### config.mk
export PLATFORM = sky130hd
export DESIGN_NAME = cds_div
export DESIGN_NICKNAME = d
export VERILOG_FILES = /design/src/hw/rtl/cds_pkg.sv /design/src/hw/rtl/cds_div.sv
export VERILOG_INCLUDE_DIRS = /design/src /design/src/hw/rtl
export SDC_FILE = /design/constraint.sdc
export NUM_CORES = 1
export LEC_CHECK = 0
export BUFFER_PORTS_ARGS = -buffer_cell sky130_fd_sc_hd__buf_4
export CORE_ASPECT_RATIO = 1.5
export CORE_MARGIN = 1
export CORE_UTILIZATION = 59
export DETAILED_ROUTE_END_ITERATION = 7
export PLACE_DENSITY = 0.86
export SLEW_MARGIN = 30
export SYNTH_ARGS = -nofsm -noshare
export SYNTH_HDL_FRONTEND = slang
export SYNTH_SLANG_ARGS = --single-unit
### constraint.sdc
create_clock -name i_clk -period 4 [get_ports i_clk]
set_input_delay 0.8 -clock i_clk [delete_from_list [all_inputs] [get_ports i_clk]]
set_output_delay 0.8 -clock i_clk [all_outputs]
set_load 0.05 [all_outputs]
### src/hw/rtl/critically_damped_smoother_unit_defines.svh
// Assertion macros for the critically damped smoother.
// Pulled in by the RTL files that carry checks; no other dependencies.
`ifndef CRITICALLY_DAMPED_SMOOTHER_UNIT_DEFINES_SVH
`define CRITICALLY_DAMPED_SMOOTHER_UNIT_DEFINES_SVH
`ifndef ASSERT_OFF
`define CDS_ASSERT(lbl, clk, rst_n, prop, msg) \
    lbl: assert property (@(posedge clk) disable iff (!rst_n) prop) else $error(msg);
`define CDS_ASSERT_NEVER(lbl, clk, rst_n, expr, msg) \
    lbl: assert property (@(posedge clk) disable iff (!rst_n) !(expr)) else $error(msg);
`else
`define CDS_ASSERT(lbl, clk, rst_n, prop, msg)
`define CDS_ASSERT_NEVER(lbl, clk, rst_n, expr, msg)
`endif
`endif

### src/hw/rtl/cds_pkg.sv
// Shared types, constants and saturating helpers for the smoother.
// No dependencies; used by the interfaces, the arithmetic units and the top level.
package cds_pkg;

    localparam int FRAC_BITS_DEF = 16;

    // intermediate fixed point word
    localparam int Q_W = 64;
    localparam int VEL_W = 48;
    localparam int POS_W = 32;
    localparam int TIME_W = 32;

    localparam logic signed [Q_W-1:0] LIM_Q = {2'b00, {(Q_W-2){1'b1}}};

    localparam logic OP_SET = 1'b0;
    localparam logic OP_ADV = 1'b1;

    typedef struct packed {
        logic                    op;
        logic signed [POS_W-1:0] start_pos;
        logic signed [POS_W-1:0] goal_pos;
        logic                    clear_velocity;
        logic [TIME_W-1:0]       elapsed;
    } t_in_word;

    typedef struct packed {
        logic signed [POS_W-1:0] position;
    } t_out_word;

    // clamp a widened sum to +-LIM_Q
    function automatic logic signed [Q_W-1:0] qsat(input logic signed [Q_W:0] s);
        logic signed [Q_W:0] lim;
        lim = $signed({1'b0, LIM_Q});
        if (s > lim) begin
            return LIM_Q;
        end else if (s < -lim) begin
            return -LIM_Q;
        end
        return $signed(s[Q_W-1:0]);
    endfunction

    function automatic logic signed [Q_W-1:0] qadd(input logic signed [Q_W-1:0] a,
                                                   input logic signed [Q_W-1:0] b);
        return qsat($signed({a[Q_W-1], a}) + $signed({b[Q_W-1], b}));
    endfunction

    function automatic logic signed [Q_W-1:0] qsub(input logic signed [Q_W-1:0] a,
                                                   input logic signed [Q_W-1:0] b);
        return qsat($signed({a[Q_W-1], a}) - $signed({b[Q_W-1], b}));
    endfunction

    function automatic logic [Q_W-1:0] qabs(input logic signed [Q_W-1:0] a);
        return a[Q_W-1] ? Q_W'(-a) : Q_W'(a);
    endfunction

    function automatic logic signed [VEL_W-1:0] sat_vel(input logic signed [Q_W-1:0] v);
        logic signed [Q_W-1:0] hi;
        logic signed [Q_W-1:0] lo;
        hi = $signed({{(Q_W-VEL_W+1){1'b0}}, {(VEL_W-1){1'b1}}});
        lo = $signed({{(Q_W-VEL_W+1){1'b1}}, {(VEL_W-1){1'b0}}});
        if (v > hi) begin
            return $signed({1'b0, {(VEL_W-1){1'b1}}});
        end else if (v < lo) begin
            return $signed({1'b1, {(VEL_W-1){1'b0}}});
        end
        return $signed(v[VEL_W-1:0]);
    endfunction

    function automatic logic signed [POS_W-1:0] sat_pos(input logic signed [Q_W-1:0] v);
        logic signed [Q_W-1:0] hi;
        logic signed [Q_W-1:0] lo;
        hi = $signed({{(Q_W-POS_W+1){1'b0}}, {(POS_W-1){1'b1}}});
        lo = $signed({{(Q_W-POS_W+1){1'b1}}, {(POS_W-1){1'b0}}});
        if (v > hi) begin
            return $signed({1'b0, {(POS_W-1){1'b1}}});
        end else if (v < lo) begin
            return $signed({1'b1, {(POS_W-1){1'b0}}});
        end
        return $signed(v[POS_W-1:0]);
    endfunction

    // negate velocity; the most negative value saturates
    function automatic logic signed [VEL_W-1:0] vel_neg(input logic signed [VEL_W-1:0] v);
        if (v == $signed({1'b1, {(VEL_W-1){1'b0}}})) begin
            return $signed({1'b0, {(VEL_W-1){1'b1}}});
        end
        return -v;
    endfunction

endpackage

### src/hw/rtl/cds_div.sv
// Restoring divider, one quotient bit per cycle, for the two reciprocals.
// Depends on cds_pkg and the assertion macro header.
`include "critically_damped_smoother_unit_defines.svh"
module cds_div #(
    parameter int FRAC_BITS = cds_pkg::FRAC_BITS_DEF,
    parameter int DVD_W     = 2 * FRAC_BITS + 2
) (
    input  logic                        i_clk,
    input  logic                        i_rst_n,
    input  logic                        i_start,
    input  logic [DVD_W-1:0]            i_dividend,
    input  logic [cds_pkg::Q_W-1:0]     i_divisor,
    output logic                        o_done,
    output logic [DVD_W-1:0]            o_quot
);
    import cds_pkg::*;

    localparam int CNT_W = $clog2(DVD_W + 1);

    logic               r_busy;
    logic               r_done;
    logic [CNT_W-1:0]   r_cnt;
    logic [Q_W-1:0]     r_rem;
    logic [Q_W-1:0]     r_dvs;
    logic [DVD_W-1:0]   r_q;

    logic [Q_W-1:0]     w_trial;
    logic               w_ge;

    // remainder stays below the divisor (< 2^63), so its top bit is free
    assign w_trial = {r_rem[Q_W-2:0], r_q[DVD_W-1]};
    assign w_ge    = (w_trial >= r_dvs);

    always_ff @(posedge i_clk) begin
        if (!i_rst_n) begin
            r_busy <= 1'b0;
            r_done <= 1'b0;
            r_cnt  <= '0;
        end else begin
            r_done <= 1'b0;
            if (i_start) begin
                r_busy <= 1'b1;
                r_cnt  <= CNT_W'(DVD_W);
            end else if (r_busy) begin
                r_cnt <= r_cnt - CNT_W'(1);
                if (r_cnt == CNT_W'(1)) begin
                    r_busy <= 1'b0;
                    r_done <= 1'b1;
                end
            end
        end
    end

    always_ff @(posedge i_clk) begin
        if (i_start) begin
            r_rem <= '0;
            r_dvs <= i_divisor;
            r_q   <= i_dividend;
        end else if (r_busy) begin
            r_rem <= w_ge ? (w_trial - r_dvs) : w_trial;
            r_q   <= {r_q[DVD_W-2:0], w_ge};
        end
    end

    assign o_done = r_done;
    assign o_quot = r_q;

    `CDS_ASSERT(a_div_start_idle, i_clk, i_rst_n, (i_start |-> !r_busy && !r_done), "div started while busy")
    `CDS_ASSERT(a_div_last_bit, i_clk, i_rst_n, (r_busy && r_cnt == CNT_W'(1) && !i_start |=> r_done && !r_busy), "div missed final bit")
    `CDS_ASSERT(a_div_done_pulse, i_clk, i_rst_n, (r_done |=> !r_done), "div done held")

endmodule

==> results_dict.tcl <==
set metrics [dict create \
    status "completed" \
    cts_tree "built" \
    syn-cell-area_mm2 0.0109 \
    synth_fp_nets 1335 \
    n_antenna_cell 0 \
    worstPathArrival_ns 3.85 \
    first_pass_iters 5 \
    ys_ff_latch 169 \
    synth.distinct_cells 84 \
    min_period_ns 3.50 \
    drc 0 \
    finalSetupTns_ns 0 \
    die_h_um 169 \
    max_clock_freq_mhz 286 \
    post_cts_buffers 0 \
    avgRoutedWirePerCell_um 17.7 \
    grt_max_degree 107 \
    relSlewSlack_pct 47.8 \
    clk_latency_ns 0.45 \
    nets 1429 \
    synth_async_sr_flop_share_pct 0 \
    whs_ns 0.486 \
    crit_path_max_fanout 5 \
    p_int_mw 3.43 \
    synthTopCellsByArea "edfxtp_1, dfxtp_1, ha_1" \
    cts_hold_buffers 0 \
    seqPwrFrac_pct 40.2 \
    placed_area_mm2 0.0118 \
    ant_nets 0 \
    gp_congestion 0.929 \
    drv_slew 0 \
    gr-total-overflow 0 \
    die_x_um 113 \
    clockBufferDepth 2 \
    end_kind "flip-flop" \
    powerDensity_mw_per_mm2 415 \
    fin_crit_sh_pct 87.5 \
    antenna_found_initial 0 \
    tightest_slew_ns 0.783 \
    ioPinCount 136 \
    wl_mm 26.4 \
    ctsResizeCount 0 \
    critical_path_required_ns 4.35 \
    htree_levels 4 \
    p_leak_nw 5.42 \
    p_sw_share_pct 33.6 \
    via_count 9184 \
    drive_gt1_share_pct 18.6 \
    synth_top_cell_by_area "edfxtp_1" \
    cts_num_sinks 169 \
    rows 60 \
    port_buffers 135 \
    avgSynthCellArea_um2 9.35 \
    cts.clk_slew.worst_paths_ns 0.07 \
    hpwlAfterDp_mm 19.3 \
    grt_usage_pct 28.2 \
    rsz0062_at_grt "false" \
    power_frac_clock_pct 33.6 \
    synthCells 1167 \
    ys_seq_area_share_pct 40.0 \
    start_kind "flip-flop" \
    ctsRootBufferMaster "clkbuf_16" \
    maxCapViolations 0 \
    syn_to_final_growth_pct 14.0 \
    ff2ff_setup_slack_ns 0.50 \
    final-setup-viol-count 0 \
    drt_iter0_markers 511 \
    synth_edf_count 98 \
    numCtsBuffers 17 \
    die_area_mm2 0.0191 \
    design_area_mm2 0.0124 \
    hold_class "flip-flop to flip-flop" \
    hold_violations 0 \
    initial_core_util_pct 60.6 \
    grt_pass1_wl_mm 42.9 \
    combPwrFrac_pct 26.2 \
    clock_skew_ns 0.0106 \
    grt_pass1_vias 9186 \
    viasPerCell 6.16 \
    peakVddDrop_mv 0.311 \
    critical_path_class "flip-flop to flip-flop" \
    final_cells 1491 \
    synth_top_area_share_pct 27.0 \
    ys_warn_count 0 \
    core_mm2 0.0180 \
    ys.flop_type "edfxtp_1" \
    power.switching_mw 1.74 \
    place_inst 1459 \
]
==> cells in the mapped netlist (5+ instances only) <==
cell and n:
buf_4 6, o21bai_1 23, nand2_1 67, nand3_1 13, a21o_1 31, o21ai_1 6, a311oi_1 6, a211oi_1 50
nor3_1 16, xnor2_1 39, clkbuf_1 36, mux2_2 35, mux2i_1 26, edfxtp_1 98, nor2_1 130, buf_2 8
o31ai_1 7, o21a_1 10, dfxtp_1 71, a21oi_1 121, nand4_1 29, or3_1 7, nor4_1 6, o21ai_0 31
inv_1 88, a31oi_1 10, clkbuf_8 7, and3_1 13, xor2_1 18, buf_6 5, ha_1 66
==> stage by stage <==
stage / power [mW] / util [%] / worst slack [ns]
4_1_cts: 5.18 / 69.0 / 0.567
6_report: 5.16 / 69.0 / 0.501
3_3_place_gp: 3.41 / 65.6 / 0.699
5_1_grt: 5.37 / 69.0 / 0.328
3_5_place_dp: 3.44 / 65.6 / 0.588
2_1_floorplan: 3.12 / - / 0.707
==> sequential cells by signal, summed over array words and instances, names as in the netlist <==
register and count:
o_done 1, o_quot 34, r_busy 1, r_cnt 6, r_dvs 64, r_rem 63
==> critical path, cell delays in order, from the launching register on <==
cell      delay, ns
edfxtp_1       0.37
inv_1          0.06
ha_1           0.22
fa_1           0.42
inv_1          0.07
a21oi_1        0.09
o211a_1        0.30
nor3_1         0.34
nor3_1         0.15
o21bai_1       0.46
a31o_2         0.37
a21oi_1        0.13
mux2i_1        0.15
a311oi_1       0.27
==> cells by family after synthesis <==
kind of cell / synth area share, %
muxes: 6.10
and+or+nand+nor: 13.5
buffers and inverters: 7.53
AOI/OAI and AO/OA: 20.6
xor gates and xnor gates: 4.58
adders and majority gates: 7.75
DFF: 40.0
==> power groups by stage <==
stage / sequential (mW) / clock [mW] / combinational [mW]
after global routing: 2.09 / 1.82 / 1.47
after detailed placement: 2.11 / 0 / 1.33
after CTS: 2.07 / 1.76 / 1.34
after global placement: 2.10 / 0 / 1.30
after floorplan: 2.22 / 0 / 0.905
final: 2.07 / 1.74 / 1.35
==> layout by cell type, fill, tap and decap left out, drive strengths merged, types with 38 or more instances in the layout <==
cell,count
buf,145
nor2,130
a21oi,125
edfxtp,98
inv,96
dfxtp,71
nand2,67
ha,66
a211oi,51
xnor2,39
o21ai,38
==> layout make-up <==
cell class	instances	area, um^2
Sequential cell	169	4370
Clock buffer	17	425
Multi-Input combinational cell	839	5730
Timing Repair Buffer	145	1110
Clock inverter	15	196
Tap cell	217	272
Inverter	89	334
Fill cell	1386	5580
==> worst paths after layout <==
kind                    from   endpoint  depth (start not counted)
setup / recovery  o_quot[33]  r_rem[52]                         13
hold / removal     r_rem[50]  r_rem[50]                          2
setup reg to reg  o_quot[33]  r_rem[52]                         13
hold reg to reg    r_rem[50]  r_rem[50]                          2
==> routing by layer <==
| layer | share of wire, % | vias to the layer above | global-route usage [%] |
|---|---|---|---|
| li1 | - | 4427 | - |
| met1 | 38 | 4318 | 29.8 |
| met2 | 52 | 331 | 51.1 |
| met3 | 5.1 | 108 | 5.62 |
| met4 | 5.1 | 0 | 17.2 |
| met5 | 0 | - | 0 |
Note: power is estimated with default switching activity, not from simulation.
