**src/hw/rtl/critically_damped_smoother_unit_defines.svh**
```systemverilog
// Assertion macros for the critically damped smoother.
// Pulled in by the RTL files that carry checks; no other dependencies.
`ifndef CRITICALLY_DAMPED_SMOOTHER_UNIT_DEFINES_SVH
`define CRITICALLY_DAMPED_SMOOTHER_UNIT_DEFINES_SVH
`ifndef ASSERT_OFF
`define CDS_ASSERT(lbl, clk, rst_n, prop, msg) \
    lbl: assert property (@(posedge clk) disable iff (!rst_n) prop) else $error(msg);
`define CDS_ASSERT_NEVER(lbl, clk, rst_n, expr, msg) \
    lbl: assert property (@(posedge clk) disable iff (!rst_n) !(expr)) else $error(msg);
`else
`define CDS_ASSERT(lbl, clk, rst_n, prop, msg)
`define CDS_ASSERT_NEVER(lbl, clk, rst_n, expr, msg)
`endif
`endif

```
**src/hw/rtl/cds_pkg.sv**
```systemverilog
// Shared types, constants and saturating helpers for the smoother.
// No dependencies; used by the interfaces, the arithmetic units and the top level.
package cds_pkg;

    localparam int FRAC_BITS_DEF = 16;

    // intermediate fixed point word
    localparam int Q_W = 64;
    localparam int VEL_W = 48;
    localparam int POS_W = 32;
    localparam int TIME_W = 32;

    localparam logic signed [Q_W-1:0] LIM_Q = {2'b00, {(Q_W-2){1'b1}}};

    localparam logic OP_SET = 1'b0;
    localparam logic OP_ADV = 1'b1;

    typedef struct packed {
        logic                    op;
        logic signed [POS_W-1:0] start_pos;
        logic signed [POS_W-1:0] goal_pos;
        logic                    clear_velocity;
        logic [TIME_W-1:0]       elapsed;
    } t_in_word;

    typedef struct packed {
        logic signed [POS_W-1:0] position;
    } t_out_word;

    // clamp a widened sum to +-LIM_Q
    function automatic logic signed [Q_W-1:0] qsat(input logic signed [Q_W:0] s);
        logic signed [Q_W:0] lim;
        lim = $signed({1'b0, LIM_Q});
        if (s > lim) begin
            return LIM_Q;
        end else if (s < -lim) begin
            return -LIM_Q;
        end
        return $signed(s[Q_W-1:0]);
    endfunction

    function automatic logic signed [Q_W-1:0] qadd(input logic signed [Q_W-1:0] a,
                                                   input logic signed [Q_W-1:0] b);
        return qsat($signed({a[Q_W-1], a}) + $signed({b[Q_W-1], b}));
    endfunction

    function automatic logic signed [Q_W-1:0] qsub(input logic signed [Q_W-1:0] a,
                                                   input logic signed [Q_W-1:0] b);
        return qsat($signed({a[Q_W-1], a}) - $signed({b[Q_W-1], b}));
    endfunction

    function automatic logic [Q_W-1:0] qabs(input logic signed [Q_W-1:0] a);
        return a[Q_W-1] ? Q_W'(-a) : Q_W'(a);
    endfunction

    function automatic logic signed [VEL_W-1:0] sat_vel(input logic signed [Q_W-1:0] v);
        logic signed [Q_W-1:0] hi;
        logic signed [Q_W-1:0] lo;
        hi = $signed({{(Q_W-VEL_W+1){1'b0}}, {(VEL_W-1){1'b1}}});
        lo = $signed({{(Q_W-VEL_W+1){1'b1}}, {(VEL_W-1){1'b0}}});
        if (v > hi) begin
            return $signed({1'b0, {(VEL_W-1){1'b1}}});
        end else if (v < lo) begin
            return $signed({1'b1, {(VEL_W-1){1'b0}}});
        end
        return $signed(v[VEL_W-1:0]);
    endfunction

    function automatic logic signed [POS_W-1:0] sat_pos(input logic signed [Q_W-1:0] v);
        logic signed [Q_W-1:0] hi;
        logic signed [Q_W-1:0] lo;
        hi = $signed({{(Q_W-POS_W+1){1'b0}}, {(POS_W-1){1'b1}}});
        lo = $signed({{(Q_W-POS_W+1){1'b1}}, {(POS_W-1){1'b0}}});
        if (v > hi) begin
            return $signed({1'b0, {(POS_W-1){1'b1}}});
        end else if (v < lo) begin
            return $signed({1'b1, {(POS_W-1){1'b0}}});
        end
        return $signed(v[POS_W-1:0]);
    endfunction

    // negate velocity; the most negative value saturates
    function automatic logic signed [VEL_W-1:0] vel_neg(input logic signed [VEL_W-1:0] v);
        if (v == $signed({1'b1, {(VEL_W-1){1'b0}}})) begin
            return $signed({1'b0, {(VEL_W-1){1'b1}}});
        end
        return -v;
    endfunction

endpackage

```
**src/hw/rtl/cds_mul.sv**
```systemverilog
// Sequential saturating Q multiplier: one 32x32 partial product per cycle.
// Depends on cds_pkg and the assertion macro header.
`include "critically_damped_smoother_unit_defines.svh"
module cds_mul #(
    parameter int FRAC_BITS = cds_pkg::FRAC_BITS_DEF
) (
    input  logic                            i_clk,
    input  logic                            i_rst_n,
    input  logic                            i_start,
    input  logic signed [cds_pkg::Q_W-1:0]  i_a,
    input  logic signed [cds_pkg::Q_W-1:0]  i_b,
    output logic                            o_done,
    output logic signed [cds_pkg::Q_W-1:0]  o_result
);
    import cds_pkg::*;

    localparam int HALF_W = Q_W / 2;
    localparam int PROD_W = 2 * Q_W;
    // product bits at and above this index mean the shifted value exceeds LIM_Q
    localparam int SAT_LSB = Q_W - 2 + FRAC_BITS;

    logic                    r_busy;
    logic                    r_fin;
    logic                    r_done;
    logic [1:0]              r_step;
    logic                    r_neg;
    logic [Q_W-1:0]          r_ua;
    logic [Q_W-1:0]          r_ub;
    logic [PROD_W-1:0]       r_acc;
    logic signed [Q_W-1:0]   r_result;

    logic [HALF_W-1:0]       w_pa;
    logic [HALF_W-1:0]       w_pb;
    logic [Q_W-1:0]          w_pp;
    logic [PROD_W-1:0]       w_pp_ext;
    logic                    w_sat;
    logic [Q_W-1:0]          w_mag;

    assign w_pa = r_step[1] ? r_ua[Q_W-1:HALF_W] : r_ua[HALF_W-1:0];
    assign w_pb = r_step[0] ? r_ub[Q_W-1:HALF_W] : r_ub[HALF_W-1:0];
    assign w_pp = w_pa * w_pb;

    always_comb begin
        case (r_step)
            2'd0:    w_pp_ext = {{Q_W{1'b0}}, w_pp};
            2'd3:    w_pp_ext = {w_pp, {Q_W{1'b0}}};
            default: w_pp_ext = {{HALF_W{1'b0}}, w_pp, {HALF_W{1'b0}}};
        endcase
    end

    assign w_sat = |r_acc[PROD_W-1:SAT_LSB];
    assign w_mag = w_sat ? Q_W'(LIM_Q) : {2'b00, r_acc[SAT_LSB-1:FRAC_BITS]};

    always_ff @(posedge i_clk) begin
        if (!i_rst_n) begin
            r_busy <= 1'b0;
            r_fin  <= 1'b0;
            r_done <= 1'b0;
            r_step <= 2'd0;
        end else begin
            r_done <= 1'b0;
            if (i_start) begin
                r_busy <= 1'b1;
                r_step <= 2'd0;
            end else if (r_busy) begin
                r_step <= r_step + 2'd1;
                if (r_step == 2'd3) begin
                    r_busy <= 1'b0;
                    r_fin  <= 1'b1;
                end
            end else if (r_fin) begin
                r_fin  <= 1'b0;
                r_done <= 1'b1;
            end
        end
    end

    always_ff @(posedge i_clk) begin
        if (i_start) begin
            r_ua  <= qabs(i_a);
            r_ub  <= qabs(i_b);
            r_neg <= i_a[Q_W-1] ^ i_b[Q_W-1];
            r_acc <= '0;
        end else if (r_busy) begin
            r_acc <= r_acc + w_pp_ext;
        end
        if (r_fin) begin
            r_result <= r_neg ? -$signed(w_mag) : $signed(w_mag);
        end
    end

    assign o_done   = r_done;
    assign o_result = r_result;

    `CDS_ASSERT(a_mul_start_idle, i_clk, i_rst_n, (i_start |-> !r_busy && !r_fin && !r_done), "mul started while busy")
    `CDS_ASSERT(a_mul_last_step, i_clk, i_rst_n, (r_busy && r_step == 2'd3 && !i_start |=> r_fin && !r_busy), "mul missed final step")
    `CDS_ASSERT(a_mul_done_pulse, i_clk, i_rst_n, (r_done |=> !r_done), "mul done held")

endmodule

```
**config.mk**
```make
export PLATFORM = sky130hd
export DESIGN_NAME = cds_mul
export DESIGN_NICKNAME = d
export VERILOG_FILES = /design/src/hw/rtl/cds_pkg.sv /design/src/hw/rtl/cds_mul.sv
export VERILOG_INCLUDE_DIRS = /design/src /design/src/hw/rtl
export SDC_FILE = /design/constraint.sdc
export NUM_CORES = 2
export LEC_CHECK = 0
export BUFFER_PORTS_ARGS = -buffer_cell sky130_fd_sc_hd__buf_4
export CAP_MARGIN = 10
export CORE_MARGIN = 2
export CORE_UTILIZATION = 50
export DETAILED_ROUTE_END_ITERATION = 10
export PLACE_DENSITY = 0.72
export SYNTH_ARGS = -nofsm -noshare
export SYNTH_HDL_FRONTEND = slang
export SYNTH_SLANG_ARGS = --single-unit
```
**constraint.sdc**
```tcl
create_clock -name i_clk -period 29.3 [get_ports i_clk]
set_input_delay 4.395 -clock i_clk [delete_from_list [all_inputs] [get_ports i_clk]]
set_output_delay 4.395 -clock i_clk [all_outputs]
set_load 0.02 [all_outputs]
```
==> results_dict.tcl <==
set metrics [dict create \
    port_buffers 195 \
    crit_arrival_ns 14.37 \
    synthArstFlopShare_pct 0 \
    highest_layer "met5" \
    drtIter0Drc 5105 \
    cts_max_path_buffers 3 \
    core-area_mm2 0.1128 \
    synth-edff-count 193 \
    initial_utilization_pct 50.57 \
    grt_max_degree 125 \
    grt_use_total_pct 34.45 \
    status "complete, no violations" \
    met1_length_um 78190 \
    post-route-period-util_pct 47.42 \
    yosysWarnings 0 \
    rsz0062_at_grt "false" \
    clockRootBuffer "clkbuf_16" \
    setup_ws_ns 15.41 \
    antenna_found_initial 5 \
    crit_path_frequent_cell "fa_1" \
    die_h_um 341.8 \
    tritoncts "yes" \
    dp.cells 8057 \
    h-tree-depth 2 \
    worstPathMaxFanout 47 \
    dr.pass1.iters 9 \
    clk_pin_slew_worst_paths_ns 0.06 \
    final_cells 8135 \
    layout_min_cycle_time_ns 13.89 \
    rows 123 \
    clock_skew_ns 0.04037 \
    fin_tns_setup_ns 0 \
    required_ns 29.78 \
    via_count 49430 \
    syn_inst 6595 \
    yosysTopAreaCell "fa_1" \
    hold_class "reg2reg" \
    place_ws_ns 15.48 \
    area_growth_pct 7.801 \
    final_hold_viol_count 0 \
    post_cts_resize_count 0 \
    final_common_cell "inv_1" \
    layout-drive-gt1-share_pct 7.525 \
    clock_sinks 326 \
    synth_seq_area_share_pct 14.83 \
    syn_avg_cell_area_um2 8.650 \
    placed_area_mm2 0.06017 \
    nets 8029 \
    clk_latency_ns 0.62 \
    drtAntennaViolNets 0 \
    clock.fmax_mhz 71.98 \
    die_area_mm2 0.1168 \
    finalWirelength_um 201700 \
    max_cap_viol_count 0 \
    path_buf_inv 6 \
    cp-start-kind "register" \
    numCtsBuffers 40 \
    viasPerCell 6.076 \
    drc 0 \
    mostFrequentLayoutCells "937 x inv_1, 897 x fa_1, 873 x nor2_1" \
    critPathSlowestCell "buf_4" \
    cts-hold-fix-buffers 0 \
    ys_types 78 \
    routedWlPerCell_um 24.80 \
    synth_area_leaders "fa_1 31%, edfxtp_1 10%, ha_1 8.8%" \
    overflow 0 \
    pin_count 196 \
    cpPeakStageDelay_ns 0.77 \
    grt_first_pass_wirelength_um 303200 \
    cpLargestDelayFamily "adder cells" \
    cp-end-kind "register" \
    synth_top_area_share_pct 31.48 \
    slew_headroom_pct 19.21 \
    synth_ff_type "edfxtp_1" \
    met3_length_um 24480 \
    setup_viol 0 \
    synth_area_mm2 0.05705 \
    syn_nets 8025 \
    wl_met2_um 87480 \
    grt_pass1_vias 49530 \
    dp_hpwl_um 160000 \
    cts_setup_buffers 0 \
    worst_slew_pin_slew_ns 1.203 \
    worstSetupPathType "reg2reg" \
    slew_viol_final 0 \
    die_x_um 341.8 \
    routabilityCongestion 1.010 \
    final_cell_area_mm2 0.06150 \
    yosys_register_bits 326 \
]
## routing by layer
layer / track usage, % / vias up
met2: 52.43 / 3025
li1: - / 21510
met5: 0 / -
met3: 9.150 / 624
met4: 16.87 / 8
met1: 45.54 / 24270
## Yosys cell counts (24+ instances only)
cell type,n
nand2b_1,29
fa_1,897
mux2_2,62
dfxtp_1,133
o41ai_1,25
o21bai_1,62
or4_1,24
ha_1,402
a21oi_1,303
nor4_1,38
nor2_1,875
nand2_1,737
xor2_1,88
nand3_1,46
o21ai_0,283
or3_1,45
clkbuf_1,295
a21o_1,109
and2_1,71
buf_1,25
nand4_1,89
inv_1,937
xnor2_1,246
edfxtp_1,193
nor3_1,65
a22o_1,51
mux2i_1,123
o31ai_1,57
## kinds of logic after synthesis
kind of cell / Yosys count / share of synthesized area [%]
and+or+nand+nor: 2117 / 16.14
muxes: 185 / 3.382
DFF: 326 / 14.83
adders and majority gates: 1299 / 40.29
buffers and inverters: 1258 / 8.277
xor gates and xnor gates: 334 / 5.128
AOI/OAI and AO/OA: 1076 / 11.95
## flip-flops by register name, indices dropped and copies added (netlist names)
name and flops:
o_done 1, o_result 64, r_acc 128, r_busy 1
r_fin 1, r_neg 1, r_step 2, r_ua 64
r_ub 64
## path summary, 6_finish.rpt
path                endpoint  cells after the start  slack (ns)  startpoint
setup reg to reg  r_acc[100]                     37       15.41   r_step[1]
hold reg to reg    r_acc[80]                      2        0.49   r_acc[80]
setup / recovery  r_acc[100]                     37       15.41   r_step[1]
hold / removal     r_acc[80]                      2        0.49   r_acc[80]
## stage by stage
stage               hold WS, ns  utilization, %
CTS                      0.4914           54.51
global route             0.5131           54.51
finish                   0.4918           54.52
detailed placement       0.4780           53.34
floorplan                0.4536               -
global placement         0.4703           53.34
## final cells by class
type                            instances  area (um^2)
Antenna cell                            4        10.01
Multi-Input combinational cell       5011        44170
Timing Repair Buffer                  282         2136
Clock buffer                           49         1035
Fill cell                           10270        51310
Clock inverter                         25        281.5
Inverter                              938         3521
Sequential cell                       326         8471
Tap cell                             1500         1877
## worst register-to-register path, delay by kind of cell (launching register included)
kind / cells / cell delay [ns]
AOI/OAI and AO/OA: 12 / 4.30
xor gates and xnor gates: 2 / 0.58
adders and majority gates: 10 / 4.90
buffers and inverters: 6 / 1.39
DFF: 1 / 0.59
muxes: 1 / 0.30
and+or+nand+nor: 6 / 1.72
Power is left out: the tool's default activity adds up to more than one toggle a clock period on the data nets, which glitch-free logic cannot reach.
